<file path="src/rtl/core/gss_pkg.sv">
// gss_pkg: shared codes, widths and controller/datapath handshake structs
// for the grid step sequencer. No dependencies.
package gss_pkg;

  // input command codes (s_tuser)
  localparam logic [2:0] CMD_TICK       = 3'd0;
  localparam logic [2:0] CMD_WRITE_CELL = 3'd1;
  localparam logic [2:0] CMD_WRITE_NOTE = 3'd2;
  localparam logic [2:0] CMD_START      = 3'd3;
  localparam logic [2:0] CMD_STOP       = 3'd4;

  // output event kinds (m_tuser)
  localparam logic [1:0] EV_NOTE_ON  = 2'd0;
  localparam logic [1:0] EV_NOTE_OFF = 2'd1;
  localparam logic [1:0] EV_TRIGGER  = 2'd2;
  localparam logic [1:0] EV_STATUS   = 2'd3;

  // configuration register indexes
  localparam logic [2:0] REG_OUTPUT_MODE  = 3'd0;
  localparam logic [2:0] REG_ACTIVE_SEQ   = 3'd1;
  localparam logic [2:0] REG_STEPS        = 3'd2;
  localparam logic [2:0] REG_NOTE_LENGTH  = 3'd3;
  localparam logic [2:0] REG_LOOP         = 3'd4;
  localparam logic [2:0] REG_AUTO_CYCLE   = 3'd5;
  localparam logic [2:0] REG_LINEAR_CYCLE = 3'd6;
  localparam logic [2:0] REG_MIDI_CHANNEL = 3'd7;

  // port widths
  localparam int IN_DATA_W  = 24;
  localparam int OUT_DATA_W = 32;
  localparam int CFG_DATA_W = 6;

  // controller to datapath
  typedef struct packed {
    logic       clr;
    logic       accept;
    logic       tk_ev;
    logic       set_rd;
    logic       set_wr;
    logic       fl_scan;
    logic       row_inc;
    logic       emit;
    logic [1:0] kind;
  } gss_cmd_t;

  // datapath to controller
  typedef struct packed {
    logic in_valid;
    logic clr_done;
    logic out_free;
    logic go_tick;
    logic go_flush;
    logic ev_any;
    logic ev_von;
    logic v_nz;
    logic midi;
    logic last_row;
    logic fl_done;
    logic fl_any;
  } gss_stat_t;

endpackage

</file>
<file path="src/rtl/core/gss_ctrl.sv">
// gss_ctrl: sequencing state machine of the grid step sequencer.
// Depends on gss_pkg; drives gss_dp through command and status structs.
module gss_ctrl (
  input  logic              clk,
  input  logic              rst,
  input  gss_pkg::gss_stat_t st,
  output gss_pkg::gss_cmd_t  cmd,
  output logic              in_ready
);
  import gss_pkg::*;

  typedef enum logic [11:0] {
    S_CLEAR   = 12'b000000000001,
    S_IDLE    = 12'b000000000010,
    S_TK_RD   = 12'b000000000100,
    S_TK_EV   = 12'b000000001000,
    S_TK_OFF  = 12'b000000010000,
    S_TK_ON   = 12'b000000100000,
    S_TK_SRD  = 12'b000001000000,
    S_TK_SWR  = 12'b000010000000,
    S_FL_SCAN = 12'b000100000000,
    S_FL_EMIT = 12'b001000000000,
    S_STATUS  = 12'b010000000000
  } state_t;

  state_t state, state_next;

  assign in_ready = (state == S_IDLE);

  // state register
  always_ff @(posedge clk) begin
    if (rst) begin
      state <= S_CLEAR;
    end else begin
      state <= state_next;
    end
  end

  // next state and commands
  always_comb begin
    cmd        = '0;
    state_next = state;
    unique case (state)
      S_CLEAR: begin
        cmd.clr = 1'b1;
        if (st.clr_done) state_next = S_IDLE;
      end
      S_IDLE: begin
        if (st.in_valid) begin
          cmd.accept = 1'b1;
          if (st.go_tick)       state_next = S_TK_RD;
          else if (st.go_flush) state_next = S_FL_SCAN;
          else                  state_next = S_STATUS;
        end
      end
      S_TK_RD: begin
        state_next = S_TK_EV;
      end
      S_TK_EV: begin
        cmd.tk_ev = 1'b1;
        if (st.ev_any)      state_next = S_TK_OFF;
        else if (st.ev_von) state_next = S_TK_ON;
        else if (st.last_row) state_next = S_STATUS;
        else begin
          cmd.row_inc = 1'b1;
          state_next  = S_TK_RD;
        end
      end
      S_TK_OFF: begin
        if (st.out_free) begin
          cmd.emit = 1'b1;
          cmd.kind = EV_NOTE_OFF;
          if (st.v_nz)          state_next = S_TK_ON;
          else if (st.last_row) state_next = S_STATUS;
          else begin
            cmd.row_inc = 1'b1;
            state_next  = S_TK_RD;
          end
        end
      end
      S_TK_ON: begin
        if (st.out_free) begin
          cmd.emit = 1'b1;
          cmd.kind = st.midi ? EV_NOTE_ON : EV_TRIGGER;
          if (st.midi)          state_next = S_TK_SRD;
          else if (st.last_row) state_next = S_STATUS;
          else begin
            cmd.row_inc = 1'b1;
            state_next  = S_TK_RD;
          end
        end
      end
      S_TK_SRD: begin
        cmd.set_rd = 1'b1;
        state_next = S_TK_SWR;
      end
      S_TK_SWR: begin
        cmd.set_wr = 1'b1;
        if (st.last_row) state_next = S_STATUS;
        else begin
          cmd.row_inc = 1'b1;
          state_next  = S_TK_RD;
        end
      end
      S_FL_SCAN: begin
        cmd.fl_scan = 1'b1;
        if (st.fl_done) state_next = S_FL_EMIT;
      end
      S_FL_EMIT: begin
        if (!st.fl_any || st.out_free) begin
          cmd.emit = st.fl_any;
          cmd.kind = EV_NOTE_OFF;
          if (st.last_row) state_next = S_STATUS;
          else begin
            cmd.row_inc = 1'b1;
            state_next  = S_FL_SCAN;
          end
        end
      end
      S_STATUS: begin
        if (st.out_free) begin
          cmd.emit   = 1'b1;
          cmd.kind   = EV_STATUS;
          state_next = S_IDLE;
        end
      end
      default: state_next = S_CLEAR;
    endcase
  end

endmodule

</file>
<file path="config.mk">
export PLATFORM = sky130hd
export DESIGN_NAME = gss_ctrl
export DESIGN_NICKNAME = d
export VERILOG_FILES = /design/src/rtl/core/gss_pkg.sv /design/src/rtl/core/gss_ctrl.sv
export SDC_FILE = /design/constraint.sdc
export NUM_CORES = 1
export LEC_CHECK = 0
export ABC_AREA = 0
export BUFFER_PORTS_ARGS = -buffer_cell sky130_fd_sc_hd__buf_2
export CORE_MARGIN = 10
export CORE_UTILIZATION = 51
export DETAILED_ROUTE_END_ITERATION = 8
export PLACE_DENSITY = 0.86
export SETUP_SLACK_MARGIN = 0.1
export SYNTH_ARGS = -nofsm -noshare
export SYNTH_HDL_FRONTEND = slang
export SYNTH_SLANG_ARGS = --single-unit
</file>
<file path="constraint.sdc">
create_clock -name clk -period 2.62 [get_ports clk]
set_clock_uncertainty 0.05 [all_clocks]
set_input_delay 0.262 -clock clk [delete_from_list [all_inputs] [get_ports clk]]
set_output_delay 0.262 -clock clk [all_outputs]
set_load 0.02 [all_outputs]
</file>
==> impl_metrics.ini <==
[placement]
io_buffers = 24
dp.final_hpwl_um = 2280
place_congestion = 0.949

[routing]
route.detailed.drc = 0
drt-initial-drc-count = 134
drt_first_pass_iters = 6
routed_wire_length_per_instance_um = 16.7
avgViaCountPerCell = 6.28
dr_total_vias = 1093
wl_um = 2910
antenna_left = 0

[floorplanning]
rows = 15
dieArea_mm2 = 0.00396
start_util = 0.539
ios = 25
core_area_mm2 = 0.00175
die_width_um = 63.0
fp.dieH_um = 63.0

[clock_tree]
cts_hold_buf = 0
htreeDepth = 1
clkSlewWorstSetupHoldPaths_ns = 0.08
cts_tree = done
postCtsResizedCells = 0
cts_buffer_depth = 2
clk_latency_ns = 0.29
cts_sinks = 11
cts_setup_buffers = 0
root_buffer = clkbuf_4
cts_buffers = 3

[power_and_ir_drop]
p_sw_frac = 0.456
seqPwrFrac = 0.326
power_frac_comb = 0.493
p_leak_uw = 0.000466
internal_power_uw = 378
power_density_mw_per_mm2 = 634
power.switching_uw = 318
power.share.clock = 0.182
ir_drop_mv = 0.372

[job]
cap_violations = 0

[outcome]
status = finished clean

[logic_synthesis]
synthFlopType = dfxtp_1
ys_seq_area_frac = 0.234
ys_warn_count = 0
synth-seq-cells = 11
synthArstFlopShare = 0
yosys-top-cells-area = dfxtp_1, nor2_1, nor4_4
synthCells = 126
yosys.area.top_type = dfxtp_1
yosysMostFrequentCell = nor2_1
syn-cell-area_um2 = 941
synthTopCellsByCount = nor2_1, dfxtp_1, nand2_1, nor3_1, o21ai_0
synth-edff-count = 0
synth.avg_cell_area_um2 = 7.47
synth_top_area_frac = 0.234
synth_fp_nets = 140
synth.distinct_cells = 48

[timing]
timing.hold.ws_ns = 0.209
setup_tns_ns = 0
final_max_slew_viol_count = 0
period_needed_ns = 2.40
fmax_ghz = 0.417
period_share = 0.915
setup_violations = 0
rsz0062_at_grt = false
max-slew-margin-rel = 0.664
hold_violations = 0
tightest_slew_ns = 0.501

[worst_setup_path]
crit_fanout = 8
worstSetupStartpointType = flip-flop
cp.required_ns = 2.31
crit_family = simple AND/OR/NAND/NOR gates
crit_arrival_ns = 2.09
worstSetupEndpointType = output pin
slowest_stage = nor4_4
crit_top_cell = nand2_1
crit_type = reg -> out
slowest_delay_ns = 0.44
path_cells = nor4_4 -> nand2_1 -> nor2_2 -> nand2_1 -> o21a_1 -> nor2_1 -> buf_2
cp_num_buf_inv = 1

[cells_and_area]
drive_gt1_frac = 0.275
finalNetCount = 164
diodes = 0
largest_registers = state (11)
largest_reg_flops = 11
largest-register = state
area_growth_pct = 16.8

[grt]
grt_use_total = 0.138
grt_max_degree = 11
antenna_found_initial = 0
grt_pass1_vias = 1045
grt_pass1_wl_um = 4620
overflow = 0

[min_path]
hold_class = in -> reg
-- worst register-to-register path, delay by kind of cell (launching register included) --
| family | cells | cell delay, ns |
|---|---|---|
| flip-flops | 1 | 0.40 |
| AND/OR/NAND/NOR | 3 | 0.66 |
| AO/OA/AOI/OAI | 3 | 0.96 |
-- final timing paths --
| kind | endpoint | start | depth (start not counted) | slack [ns] |
|---|---|---|---|---|
| worst min-delay path | state[4] | st[6] | 3 | 0.21 |
| worst max-delay path | cmd[1] | state[1] | 7 | 0.22 |
| worst min register to register | state[5] | state[5] | 2 | 0.53 |
| worst max register to register | state[8] | state[1] | 6 | 0.45 |
-- routing by layer --
metal / vias up / global-route usage / wire (um)
li1: 511 / - / -
met1: 493 / 0.162 / 1210
met2: 69 / 0.217 / 1310
met3: 20 / 0.0484 / 270
met4: 0 / 0.0642 / 119
met5: - / 0 / 0
-- power by group through the flow --
stage / Clock [uW] / Sequential [uW] / Combinational, uW
finish: 126 / 227 / 343
global route: 133 / 230 / 368
CTS: 126 / 225 / 334
detailed placement: 0 / 230 / 332
global placement: 0 / 228 / 330
floorplan: 0 / 202 / 275
-- cell usage in the layout (no fill, tap or decap), types with 2 or more instances in the layout --
master,n
buf_2,24
xor2_1,2
nor3_1,8
nand2_1,8
nor4_4,2
nor2_1,24
o21ai_0,6
inv_1,4
a31oi_1,3
or3b_1,2
a21oi_2,2
nand3b_1,3
a21oi_1,4
clkbuf_4,3
nand2_2,2
nand3_1,2
dfxtp_1,11
nand4_1,3
and2_1,2
and3_1,2
nor2b_1,4
-- cell families (layout without fill, tap and decap cells) --
family / after synthesis / after routing / synth area share
AND/OR/NAND/NOR: 70 / 70 / 0.420
AO/OA/AOI/OAI: 33 / 33 / 0.278
flip-flops: 11 / 11 / 0.234
buffers and inverters: 9 / 32 / 0.0399
XOR/XNOR: 3 / 3 / 0.0279
-- area by class of cell --
cell class | count | area (um^2)
clock buffers | 4 | 26.3
fillers | 174 | 647
inverters | 4 | 15.0
multi-input cells | 106 | 686
flip-flops and latches | 11 | 220
well taps | 25 | 31.3
repair buffers | 24 | 120
-- per-stage QoR --
| stage | setup WS, ns | total power [uW] | util | cell area, um^2 | instances |
|---|---|---|---|---|---|
| floorplan | 0.625 | 477 | - | 941 | 126 |
| global placement | 0.531 | 558 | 0.613 | 1070 | 170 |
| detailed placement | 0.485 | 562 | 0.613 | 1070 | 170 |
| CTS | 0.165 | 686 | 0.628 | 1100 | 174 |
| global route | 0.126 | 731 | 0.629 | 1100 | 174 |
| finish | 0.222 | 696 | 0.629 | 1100 | 174 |
(Power assumes the default switching activity.)
